==> config.mk <==
export PLATFORM = sky130hd
export DESIGN_NAME = pulse_shape_discrimination
export DESIGN_NICKNAME = d
export VERILOG_FILES = /design/src/rtl/psd_pkg.sv /design/src/rtl/psd_front.sv /design/src/rtl/psd_fifo.sv /design/src/rtl/psd_back.sv /design/src/rtl/pulse_shape_discrimination.sv
export VERILOG_INCLUDE_DIRS = /design/src /design/src/rtl
export SDC_FILE = /design/constraint.sdc
export NUM_CORES = 2
export LEC_CHECK = 0
export ABC_AREA = 1
export BUFFER_PORTS_ARGS = -buffer_cell sky130_fd_sc_hd__buf_4
export CORE_ASPECT_RATIO = 1.2
export CORE_MARGIN = 5
export CORE_UTILIZATION = 52
export CTS_CLUSTER_SIZE = 40
export DETAILED_ROUTE_END_ITERATION = 10
export PLACE_DENSITY_LB_ADDON = 0.2
export SLEW_MARGIN = 30
export SYNTH_ARGS = -nofsm -noshare
export SYNTH_HDL_FRONTEND = slang
export SYNTH_SLANG_ARGS = --single-unit
==> constraint.sdc <==
create_clock -name clk -period 11.8 [get_ports clk]
set_clock_uncertainty 0.15 [all_clocks]
set_input_delay 1.18 -clock clk [delete_from_list [all_inputs] [get_ports clk]]
set_output_delay 1.18 -clock clk [all_outputs]
set_load 0.01 [all_outputs]
==> src/rtl/pulse_shape_discrimination_defines.svh <==
// Assertion helpers shared by the pulse shape discrimination RTL.
// Both expect clk and rst in the enclosing module.
`ifndef PULSE_SHAPE_DISCRIMINATION_DEFINES_SVH
`define PULSE_SHAPE_DISCRIMINATION_DEFINES_SVH

// property must hold on every clock edge outside reset
`define PSD_ASSERT(label, prop, msg) \
  label: assert property (@(posedge clk) disable iff (rst) (prop)) else $error(msg);

// consequence must hold whenever the trigger holds, same edge
`define PSD_ASSERT_IMP(label, trig, cons, msg) \
  label: assert property (@(posedge clk) disable iff (rst) (trig) |-> (cons)) else $error(msg);

`endif

==> src/rtl/psd_pkg.sv <==
package psd_pkg;

  localparam int MAX_SAMPLES = 4096;
  localparam int SAMPLE_BITS = 16;

  localparam int BASE_W  = 16;
  localparam int PER_W   = 8;
  localparam int WIN_W   = 13;
  localparam int INT_W   = 38;
  localparam int Q_W     = 16;
  localparam int RATIO_W = Q_W + 1;

  localparam int IDX_W  = $clog2(MAX_SAMPLES + 1);
  localparam int LEN_W  = IDX_W + 1;
  localparam int CMP_W  = (LEN_W > WIN_W) ? LEN_W : WIN_W;
  localparam int DIFF_W = ((SAMPLE_BITS > BASE_W) ? SAMPLE_BITS : BASE_W) + 1;
  localparam int SUM_W  = DIFF_W + $clog2(MAX_SAMPLES) + 1;
  localparam int CNT_W  = $clog2(Q_W);

  // record queue between front and back
  localparam int QDEPTH = 2;
  localparam int PTR_W  = (QDEPTH > 1) ? $clog2(QDEPTH) : 1;
  localparam int QCNT_W = $clog2(QDEPTH + 1);

  // register indexes of the write port
  localparam int REG_IDX_W = 3;
  localparam logic [REG_IDX_W-1:0] REG_BASELINE    = 3'd0;
  localparam logic [REG_IDX_W-1:0] REG_PERIOD      = 3'd1;
  localparam logic [REG_IDX_W-1:0] REG_FAST_START  = 3'd2;
  localparam logic [REG_IDX_W-1:0] REG_FAST_END    = 3'd3;
  localparam logic [REG_IDX_W-1:0] REG_TOTAL_START = 3'd4;
  localparam logic [REG_IDX_W-1:0] REG_TOTAL_END   = 3'd5;
  localparam int WDATA_W = 16;

  typedef logic [IDX_W-1:0]          idx_t;
  typedef logic [LEN_W-1:0]          len_t;
  typedef logic [CMP_W-1:0]          cmp_t;
  typedef logic [WIN_W-1:0]          win_t;
  typedef logic signed [DIFF_W-1:0]  diff_t;
  typedef logic signed [SUM_W-1:0]   sum_t;
  typedef logic [SUM_W-1:0]          mag_t;
  typedef logic signed [INT_W-1:0]   int_t;
  typedef logic [RATIO_W-1:0]        ratio_t;
  typedef logic [Q_W-1:0]            quo_t;
  typedef logic [CNT_W-1:0]          cnt_t;
  typedef logic [PTR_W-1:0]          ptr_t;
  typedef logic [QCNT_W-1:0]         qcnt_t;

  localparam idx_t   MAX_IDX  = IDX_W'(MAX_SAMPLES);
  localparam len_t   MAX_LEN  = LEN_W'(MAX_SAMPLES);
  localparam ratio_t ONE_Q16  = ratio_t'(1) << Q_W;
  localparam cnt_t   LAST_CNT = CNT_W'(Q_W - 1);
  localparam qcnt_t  QFULL    = QCNT_W'(QDEPTH);
  localparam ptr_t   PTR_TOP  = PTR_W'(QDEPTH - 1);

  typedef struct packed {
    logic signed [BASE_W-1:0] baseline;
    logic [PER_W-1:0]         period;
    win_t                     fast_start;
    win_t                     fast_end;
    win_t                     total_start;
    win_t                     total_end;
  } cfg_t;

  // one finished waveform, handed from front to back
  typedef struct packed {
    sum_t fast_sum;
    sum_t total_sum;
    logic window_error;
  } record_t;

  typedef enum logic [1:0] {
    ST_IDLE,
    ST_CALC,
    ST_DIV,
    ST_DONE
  } state_t;

endpackage

==> src/rtl/psd_front.sv <==
`include "pulse_shape_discrimination_defines.svh"

module psd_front (
  input  logic                                clk,
  input  logic                                rst,
  input  psd_pkg::cfg_t                       cfg,
  input  logic                                push,
  output logic                                full,
  input  logic signed [psd_pkg::SAMPLE_BITS-1:0] sample,
  input  logic                                last,
  input  logic                                q_full,
  output logic                                q_push,
  output psd_pkg::record_t                    q_data
);

  psd_pkg::idx_t  sample_index;
  psd_pkg::sum_t  fast_sum;
  psd_pkg::sum_t  total_sum;

  psd_pkg::diff_t d;
  psd_pkg::cmp_t  idx_c;
  psd_pkg::len_t  len;
  psd_pkg::cmp_t  len_c;
  logic           in_range;
  logic           in_fast;
  logic           in_total;
  logic           accept;
  logic           werr;
  psd_pkg::sum_t  fast_next;
  psd_pkg::sum_t  total_next;

  assign full   = q_full;
  assign accept = push && !q_full;
  assign q_push = accept && last;

  always_comb begin
    d = psd_pkg::diff_t'(signed'(sample[psd_pkg::SAMPLE_BITS-1:0]))
        - psd_pkg::diff_t'(cfg.baseline);
    idx_c    = psd_pkg::cmp_t'(sample_index);
    in_range = sample_index < psd_pkg::MAX_IDX;
    in_fast  = in_range && idx_c >= psd_pkg::cmp_t'(cfg.fast_start)
               && idx_c < psd_pkg::cmp_t'(cfg.fast_end);
    in_total = in_range && idx_c >= psd_pkg::cmp_t'(cfg.total_start)
               && idx_c < psd_pkg::cmp_t'(cfg.total_end);
    fast_next  = fast_sum + (in_fast ? psd_pkg::sum_t'(d) : '0);
    total_next = total_sum + (in_total ? psd_pkg::sum_t'(d) : '0);

    // record length; one past the limit flags an overlong record
    len   = psd_pkg::len_t'(sample_index) + psd_pkg::len_t'(1);
    len_c = psd_pkg::cmp_t'(len);
    werr  = len > psd_pkg::MAX_LEN
            || psd_pkg::cmp_t'(cfg.fast_start) > len_c
            || psd_pkg::cmp_t'(cfg.fast_end) > len_c
            || psd_pkg::cmp_t'(cfg.total_start) > len_c
            || psd_pkg::cmp_t'(cfg.total_end) > len_c;

    q_data.fast_sum     = fast_next;
    q_data.total_sum    = total_next;
    q_data.window_error = werr;
  end

  always_ff @(posedge clk) begin
    if (rst) begin
      sample_index <= '0;
      fast_sum     <= '0;
      total_sum    <= '0;
    end else if (accept) begin
      if (last) begin
        sample_index <= '0;
        fast_sum     <= '0;
        total_sum    <= '0;
      end else begin
        fast_sum  <= fast_next;
        total_sum <= total_next;
        if (in_range) begin
          sample_index <= sample_index + psd_pkg::idx_t'(1);
        end
      end
    end
  end

  `PSD_ASSERT(a_index_range, sample_index <= psd_pkg::MAX_IDX, "sample index past limit")
  `PSD_ASSERT_IMP(a_push_room, q_push, !q_full, "record pushed into full queue")

endmodule

==> src/rtl/psd_fifo.sv <==
`include "pulse_shape_discrimination_defines.svh"

module psd_fifo (
  input  logic             clk,
  input  logic             rst,
  input  logic             push,
  input  psd_pkg::record_t wdata,
  output logic             full,
  input  logic             pop,
  output logic             empty,
  output psd_pkg::record_t rdata
);

  psd_pkg::record_t mem [psd_pkg::QDEPTH];
  psd_pkg::ptr_t    wr_ptr;
  psd_pkg::ptr_t    rd_ptr;
  psd_pkg::qcnt_t   count;

  assign full  = count == psd_pkg::QFULL;
  assign empty = count == '0;
  assign rdata = mem[rd_ptr];

  always_ff @(posedge clk) begin
    if (push) begin
      mem[wr_ptr] <= wdata;
    end
  end

  always_ff @(posedge clk) begin
    if (rst) begin
      wr_ptr <= '0;
      rd_ptr <= '0;
      count  <= '0;
    end else begin
      if (push) begin
        wr_ptr <= (wr_ptr == psd_pkg::PTR_TOP) ? '0 : wr_ptr + psd_pkg::ptr_t'(1);
      end
      if (pop) begin
        rd_ptr <= (rd_ptr == psd_pkg::PTR_TOP) ? '0 : rd_ptr + psd_pkg::ptr_t'(1);
      end
      if (push && !pop) begin
        count <= count + psd_pkg::qcnt_t'(1);
      end else if (pop && !push) begin
        count <= count - psd_pkg::qcnt_t'(1);
      end
    end
  end

  `PSD_ASSERT(a_count_range, count <= psd_pkg::QFULL, "queue count overflow")
  `PSD_ASSERT(a_no_pop_empty, !(pop && count == '0), "pop from empty queue")

endmodule

==> src/rtl/psd_back.sv <==
`include "pulse_shape_discrimination_defines.svh"

module psd_back (
  input  logic                    clk,
  input  logic                    rst,
  input  psd_pkg::cfg_t           cfg,
  input  logic                    q_empty,
  input  psd_pkg::record_t        q_data,
  output logic                    q_pop,
  output logic                    empty,
  input  logic                    pop,
  output psd_pkg::int_t           total_integral,
  output psd_pkg::int_t           fast_integral,
  output psd_pkg::ratio_t         fast_ratio,
  output logic                    ratio_invalid,
  output logic                    window_error
);

  psd_pkg::state_t  state;
  psd_pkg::state_t  state_next;

  psd_pkg::record_t rec;
  psd_pkg::int_t    ti;
  psd_pkg::int_t    fi;
  logic             invalid;
  logic             opposite;
  logic             sat;
  psd_pkg::mag_t    den;
  psd_pkg::mag_t    rem;
  psd_pkg::quo_t    quo;
  psd_pkg::cnt_t    cnt;
  logic             out_valid;

  psd_pkg::mag_t          num_c;
  psd_pkg::mag_t          den_c;
  logic [psd_pkg::SUM_W:0] rem2;
  logic [psd_pkg::SUM_W:0] den2;
  logic                   ge;
  logic                   load_out;
  psd_pkg::int_t          period_s;

  assign empty = !out_valid;

  always_comb begin
    num_c = rec.fast_sum[psd_pkg::SUM_W-1] ? psd_pkg::mag_t'(-rec.fast_sum)
                                           : psd_pkg::mag_t'(rec.fast_sum);
    den_c = rec.total_sum[psd_pkg::SUM_W-1] ? psd_pkg::mag_t'(-rec.total_sum)
                                            : psd_pkg::mag_t'(rec.total_sum);
    period_s = psd_pkg::int_t'(signed'({1'b0, cfg.period}));
    rem2 = {rem, 1'b0};
    den2 = {1'b0, den};
    ge   = rem2 >= den2;
  end

  always_comb begin
    state_next = state;
    q_pop      = 1'b0;
    load_out   = 1'b0;
    unique case (state)
      psd_pkg::ST_IDLE: begin
        if (!q_empty) begin
          q_pop      = 1'b1;
          state_next = psd_pkg::ST_CALC;
        end
      end
      psd_pkg::ST_CALC: begin
        state_next = psd_pkg::ST_DIV;
      end
      psd_pkg::ST_DIV: begin
        if (cnt == '0) begin
          state_next = psd_pkg::ST_DONE;
        end
      end
      psd_pkg::ST_DONE: begin
        if (!out_valid || pop) begin
          load_out   = 1'b1;
          state_next = psd_pkg::ST_IDLE;
        end
      end
      default: begin
        state_next = psd_pkg::ST_IDLE;
      end
    endcase
  end

  always_ff @(posedge clk) begin
    if (rst) begin
      state <= psd_pkg::ST_IDLE;
    end else begin
      state <= state_next;
    end
  end

  always_ff @(posedge clk) begin
    if (q_pop) begin
      rec <= q_data;
    end
    if (state == psd_pkg::ST_CALC) begin
      ti       <= psd_pkg::int_t'(rec.total_sum) * period_s;
      fi       <= psd_pkg::int_t'(rec.fast_sum) * period_s;
      invalid  <= rec.total_sum == '0;
      opposite <= (rec.fast_sum < 0 && rec.total_sum > 0)
                  || (rec.fast_sum > 0 && rec.total_sum < 0);
      sat      <= num_c >= den_c;
      den      <= den_c;
      // saturated case: keep the divider quiet
      rem      <= (num_c >= den_c) ? '0 : num_c;
      quo      <= '0;
      cnt      <= psd_pkg::LAST_CNT;
    end
    // restoring division, one quotient bit per cycle
    if (state == psd_pkg::ST_DIV) begin
      rem <= ge ? psd_pkg::mag_t'(rem2 - den2) : psd_pkg::mag_t'(rem2);
      quo <= {quo[psd_pkg::Q_W-2:0], ge};
      cnt <= cnt - psd_pkg::cnt_t'(1);
    end
    if (load_out) begin
      total_integral <= ti;
      fast_integral  <= fi;
      ratio_invalid  <= invalid;
      window_error   <= rec.window_error;
      if (invalid || opposite) begin
        fast_ratio <= '0;
      end else if (sat) begin
        fast_ratio <= psd_pkg::ONE_Q16;
      end else begin
        fast_ratio <= psd_pkg::ratio_t'(quo);
      end
    end
  end

  always_ff @(posedge clk) begin
    if (rst) begin
      out_valid <= 1'b0;
    end else if (load_out) begin
      out_valid <= 1'b1;
    end else if (pop) begin
      out_valid <= 1'b0;
    end
  end

  `PSD_ASSERT_IMP(a_ratio_range, out_valid, fast_ratio <= psd_pkg::ONE_Q16, "ratio above one")
  `PSD_ASSERT_IMP(a_invalid_zero, out_valid && ratio_invalid, fast_ratio == '0, "invalid ratio not zero")

endmodule

==> src/rtl/pulse_shape_discrimination.sv <==
// Result path: once the last sample of a waveform is accepted, empty falls after record
// fetch, multiply, restoring divide and output load, when the back end is idle.
// Throughput: one sample per cycle while full is low. The back end takes one waveform at
// a time; short waveforms or an unread result fill the 2-entry queue and stall push.
// Reset (rst, synchronous, active high) restores the register defaults,
// clears sums, index, queue and the result valid flag.
module pulse_shape_discrimination (
  input  logic                                   clk,
  input  logic                                   rst,
  input  logic                                   push,
  output logic                                   full,
  input  logic signed [psd_pkg::SAMPLE_BITS-1:0] sample,
  input  logic                                   last,
  output logic                                   empty,
  input  logic                                   pop,
  output logic signed [psd_pkg::INT_W-1:0]       total_integral,
  output logic signed [psd_pkg::INT_W-1:0]       fast_integral,
  output logic [psd_pkg::RATIO_W-1:0]            fast_ratio,
  output logic                                   ratio_invalid,
  output logic                                   window_error,
  input  logic                                   wr_en,
  input  logic [psd_pkg::REG_IDX_W-1:0]          wr_index,
  input  logic [psd_pkg::WDATA_W-1:0]            wr_data
);

  psd_pkg::cfg_t    cfg;
  logic             q_full;
  logic             q_push;
  logic             q_pop;
  logic             q_empty;
  psd_pkg::record_t q_wdata;
  psd_pkg::record_t q_rdata;

  always_ff @(posedge clk) begin
    if (rst) begin
      cfg.baseline    <= '0;
      cfg.period      <= psd_pkg::PER_W'(4);
      cfg.fast_start  <= psd_pkg::WIN_W'(450);
      cfg.fast_end    <= psd_pkg::WIN_W'(550);
      cfg.total_start <= psd_pkg::WIN_W'(450);
      cfg.total_end   <= psd_pkg::WIN_W'(1975);
    end else if (wr_en) begin
      unique case (wr_index)
        psd_pkg::REG_BASELINE:    cfg.baseline    <= signed'(wr_data[psd_pkg::BASE_W-1:0]);
        psd_pkg::REG_PERIOD:      cfg.period      <= wr_data[psd_pkg::PER_W-1:0];
        psd_pkg::REG_FAST_START:  cfg.fast_start  <= wr_data[psd_pkg::WIN_W-1:0];
        psd_pkg::REG_FAST_END:    cfg.fast_end    <= wr_data[psd_pkg::WIN_W-1:0];
        psd_pkg::REG_TOTAL_START: cfg.total_start <= wr_data[psd_pkg::WIN_W-1:0];
        psd_pkg::REG_TOTAL_END:   cfg.total_end   <= wr_data[psd_pkg::WIN_W-1:0];
        default: begin
        end
      endcase
    end
  end

  psd_front u_front (
    .clk    (clk),
    .rst    (rst),
    .cfg    (cfg),
    .push   (push),
    .full   (full),
    .sample (sample),
    .last   (last),
    .q_full (q_full),
    .q_push (q_push),
    .q_data (q_wdata)
  );

  psd_fifo u_fifo (
    .clk   (clk),
    .rst   (rst),
    .push  (q_push),
    .wdata (q_wdata),
    .full  (q_full),
    .pop   (q_pop),
    .empty (q_empty),
    .rdata (q_rdata)
  );

  psd_back u_back (
    .clk            (clk),
    .rst            (rst),
    .cfg            (cfg),
    .q_empty        (q_empty),
    .q_data         (q_rdata),
    .q_pop          (q_pop),
    .empty          (empty),
    .pop            (pop),
    .total_integral (total_integral),
    .fast_integral  (fast_integral),
    .fast_ratio     (fast_ratio),
    .ratio_invalid  (ratio_invalid),
    .window_error   (window_error)
  );

endmodule
---- Word-level counts from Yosys, hierarchy flattened ----
Memories as Yosys holds them, arrays and structs flattened. A register that Yosys moved wholly into a read port is not among the register bits.
Cells that the tools add are included.
operators by class
  $add $sub $neg .......................... 13
  multiply operators ...................... 2
  $lt $le $gt $ge ......................... 16
  equality and inequality tests ........... 12
  mux-type cells .......................... 33
  reductions and logical operators ........ 39
operators by type and width
  cell                     number
  $mux W30                 10
  $mul A30 B9 Y38          2
  $add A30 B30 Y30         2
  $gt A30 B1 Y1 const B    2
  $lt A30 B1 Y1 const B    2
  $neg A30 Y30             2
  $gt A13 B14 Y1           4
  $mux W16                 2
  $ge A31 B30 Y1           1
  $ge A30 B30 Y1           1
  $logic_not A30 Y1        1
  $sub A30 B30 Y30         1
  $ge A13 B13 Y1           2
  $lt A13 B13 Y1           2
  $mux W13                 2
  $mux W17                 1
  $sub A16 B16 Y17         1
  $add A13 B1 Y14 const B  1
  $gt A14 B13 Y1 const B   1
  $reduce_and A2 Y1        7
  $add A13 B1 Y13 const B  1
  $lt A13 B13 Y1 const B   1
  $logic_and A1 B1 Y1      10
  $mux W1                  10
  22 further kinds         46
word-level totals
  flip-flop bits (word level) ............. 410
  bits in writable memories ............... 122
  input port bits ......................... 41
  output and inout bits ................... 97
  memories kept ........................... 1
memory list
  name        depth  width  read ports  clocked after memory_dff  write ports  RTL line        RTL
  u_fifo.mem  2      61     1           1                         1            psd_fifo.sv:14  psd_pkg::record_t mem [psd_pkg::QDEPTH];

---- Logic depth before layout (Yosys ltp) ----
  word-level depth ........................ 8
  mapped depth ............................ 29
  depth with buffers taken out ............ 28

---- Cells and area by module ----
Synthesis repeated with hierarchy kept, for this count alone.
second synthesis, totals
  cell total of the unflattened synthesis .. 6,430
  area, all modules ....................... 51,643.3 um^2
modules (own cells, without submodules)
  module                      times used  cells an instance  area each (um^2)  sequential area each (um^2)
  psd_back                    1           4,198              33,696.1          9,519.1
  psd_front                   1           1,586              10,010.9          1,461.4
  psd_fifo                    1           223                4,933.5           3,763.6
  pulse_shape_discrimination  1           423                3,002.9           1,521.5

---- Least setup slack after synthesis ----
OpenSTA, ideal clock, no wires.
  path type ............................... input-to-reg
  start ................................... input port pop
  end ..................................... register u_back.fast_integral[0] (enable)
  library setup time ...................... 0.580 ns
  arrival ................................. 5.783 ns
  required time ........................... 11.070 ns
  path slack .............................. 5.287 ns
  stages on the path ...................... 2
  cell sequence ........................... inv_1 > a21oi_1
on the way
  longest elaborated chain between the ends .. 3
ends and longest elaborated chain
  element                 RTL line                          RTL
  start: declaration      pulse_shape_discrimination.sv:15  input logic pop,
  $logic_or A1 B1 Y1      psd_back.sv:75                    if (!out_valid || pop) begin
  $mux W1                 psd_back.sv:75
  $mux W1                 psd_back.sv:59                    unique case (state)
  net u_back.load_out     psd_back.sv:39                    logic load_out;
  end signal: assignment  psd_back.sv:119                   fast_integral <= fi;
  end: declaration        psd_back.sv:13                    output psd_pkg::int_t fast_integral,
The timed path passes the listed nets, and every way through them passes these cells.
A chain may end at the register's enable or synchronous reset.

---- Worst setup path after layout ----
  start ................................... register cfg[55] (netlist name)
  end ..................................... register u_back.ti[31] (data pin)
on the way
  longest elaborated chain between the ends .. 1
ends and longest elaborated chain
  element                 RTL line        RTL
  $mul A30 B9 Y38         psd_back.sv:99  ti <= psd_pkg::int_t'(rec.total_sum) * period_s;
  end signal: assignment  psd_back.sv:99
  end: declaration        psd_back.sv:23  psd_pkg::int_t ti;
Every way passes these cells.

==> results.toml <==
[route]
wire_per_inst_microns = 17.1
drcViolationCount = 0
drt_iter0_markers = 2433
dr.pass1.iters = 6
antenna_left = 0
vias_per_cell = 5.23
vias = 38136
routed_wl_microns = 125000

[layout]
diodes = 0
drive_above_1_share_pct = 6.01
area_growth_syn_to_layout_pct = 8.72
mostFrequentLayoutCells = "nand2_1, inv_1, edfxtp_1"
layout_commonest_cell = "nand2_1"
stdcell_area_sq_mm = 0.0534
nets = 6801
fin_cells = 7291

[power_and_ir_drop]
power_frac_comb_pct = 46.6
total_power_mw = 10.6
seq_power_share_pct = 33.4
static-leakage-power_nw = 27.5
cellPowerDensity_mw_per_mm2 = 199
sw_frac_of_total_pct = 44.3
p_int_mw = 5.92
peakVddDrop_v = 0.000157
clockPowerShare_pct = 20.0
p_sw_mw = 4.70

[logic_synthesis]
yosysTopAreaCell = "edfxtp_1"
synth_top_area_share_pct = 26.7
synth_compound_area_share_pct = 8.67
synth_xor_area_share_pct = 3.59
synth.cell_area_sq_mm = 0.0491
async_flop_share_pct = 0
syn-num-nets = 6763
synthCells = 5953
synth-simple-area-share_pct = 18.3
synthMuxAreaShare_pct = 0
yosys_warnings = 0
avgSynthCellArea_sq_um = 8.25
synth_top_family_by_area = "adder cells"
synthAdderAreaFrac_pct = 25.3
synthTopCellsByArea = "edfxtp_1, fa_1, nand2_1, ha_1, inv_1"
synth_seq_cells = 593
ys_types = 61
synth-main-ff-cell = "edfxtp_1"
synth_enable_flop_cells = 437
ys_seq_area_share_pct = 33.1

[timing]
fin_crit_sh_pct = 48.7
max_freq_mhz = 174
worst_pin_slew_ps = 869
maxSlewViolCount = 0
hold_violations = 0
min_period_ps = 5750
relSlewSlack_pct = 42.1
setup_viol = 0
tns_ps = 0
rsz0062_at_grt = "false"

[clock_network]
cts-resized-gates = 0
clk-insertion-delay-late_ps = 670
clock_path_buffers = 3
cts_setup_buffers = 0
cts_root_buf = "clkbuf_16"
cts.sinks = 593
hold_buffers = 0
clk_pin_slew_worst_paths_ps = 60
cts.htree.levels = 2
cts_tree = "built"
cts-buffers-inserted = 61

[floorplanning]
fp.dieH_microns = 347
die_w_microns = 291
ioPinCount = 138
die-area_sq_mm = 0.101
core_sq_mm = 0.0937
rows = 123
start_util_pct = 52.4

[critical_path]
cp_max_fo = 38
startpoint_type = "flop"
cp.arrival_ps = 5990
cp-end-kind = "flop"
critical_path_class = "flop to flop"
crit_required_ps = 12040
reg2reg_depth = 21

[hold_path]
hp-class = "flop to flop"
holdPathStages = 0

[place]
placed_cell_area_sq_mm = 0.0512
gp_congestion = 0.937
numPortBuffers = 137
dp_hpwl_microns = 96900
place_inst = 7178

[grt]
grt_pass1_vias = 38371
grt_remaining_overflow = 0
grt_usage_pct = 24.5
grt_max_degree = 76
grt_antenna_before_repair = 0
grt_pass1_wl_microns = 202000

[flow_run]
maxCapViolations = 0

[status]
status = "finished clean"
[per-stage QoR]
stage	setup slack (ps)	hold slack, ps	util [%]
after floorplan	5290	250	-
after global placement	6230	250	54.6
after detailed placement	6120	255	54.6
after CTS	6110	249	57.0
after global routing	5800	266	57.0
final	6050	251	57.0
[power by group through the flow]
stage	Sequential [mW]	Clock [mW]	Combinational (mW)
after floorplan	3.20	0	3.80
after global placement	3.57	0	4.86
after detailed placement	3.58	0	4.94
after CTS	3.54	2.18	4.98
after global routing	3.59	2.26	5.63
final	3.54	2.13	4.95
[sequential cells by signal, indices dropped and copies added (netlist names), 38 cells and up]
| signal | count |
|---|---|
| u_back.ti | 38 |
| u_back.fast_integral | 38 |
| u_back.rec | 61 |
| u_fifo.mem | 122 |
| u_back.fi | 38 |
| u_back.total_integral | 38 |
| cfg | 76 |
[final cells by class]
class | count | area (sq um)
fill | 8558 | 40300
inverter | 1237 | 4640
tap | 1250 | 1560
multi-input combinational | 3933 | 27500
clock inverter | 47 | 651
sequential | 593 | 16300
timing repair buffer | 165 | 1240
clock buffer | 66 | 1570
[worst paths after layout]
path	from	endpoint	slack, ps
hold reg to reg	u_back.ti[15]	u_back.total_integral[15]	250
setup / recovery	cfg[55]	u_back.ti[31]	6050
setup reg to reg	cfg[55]	u_back.ti[31]	6050
hold / removal	u_back.ti[15]	u_back.total_integral[15]	250
[synth_stat cells (10+ instances only)]
cell and n:
a21o_1 27, a21oi_1 388, a31oi_1 15, and2_1 15, buf_2 22, clkbuf_1 150
dfxtp_1 156, edfxtp_1 437, fa_1 372, ha_1 397, inv_1 1229, nand2_1 1479
nand3_1 145, nand4_1 52, nor2_1 392, nor3_1 53, nor4_1 12, o211ai_1 27
o21a_1 18, o21ai_0 207, o21ai_1 16, o21bai_1 12, or2_2 10, xnor2_1 61
xor2_1 135
[metal layers]
| layer | up-vias | wire length [microns] | part of all wire (%) | track usage, % |
|---|---|---|---|---|
| li1 | 18740 | - | - | - |
| met2 | 977 | 61600 | 49 | 43.6 |
| met5 | - | 0 | 0 | 0 |
| met1 | 18150 | 52400 | 42 | 31.1 |
| met4 | 0 | 5170 | 4.1 | 9.07 |
| met3 | 269 | 5500 | 4.4 | 2.59 |
[kinds of logic after synthesis]
kind of cell | Yosys count
simple gates | 2204
buf+inv | 1427
fa+ha+maj | 769
compound gates | 761
flops | 593
xor+xnor | 199
[critical path, stage by stage (launching register included)]
cell and delay, ps:
dfxtp_2 670, buf_4 530, nand2_1 140, fa_1 480
fa_1 490, inv_1 60, fa_1 520, inv_1 50
fa_1 520, inv_1 40, ha_1 340, nand2_1 80
nand2_1 40, o21bai_1 160, nor2_1 290, o21bai_2 130
a21oi_1 350, o21ai_1 150, nand3_1 120, nand2_1 60
nand2_1 70, nand2_1 40
Power figures use the tool's default switching activity.
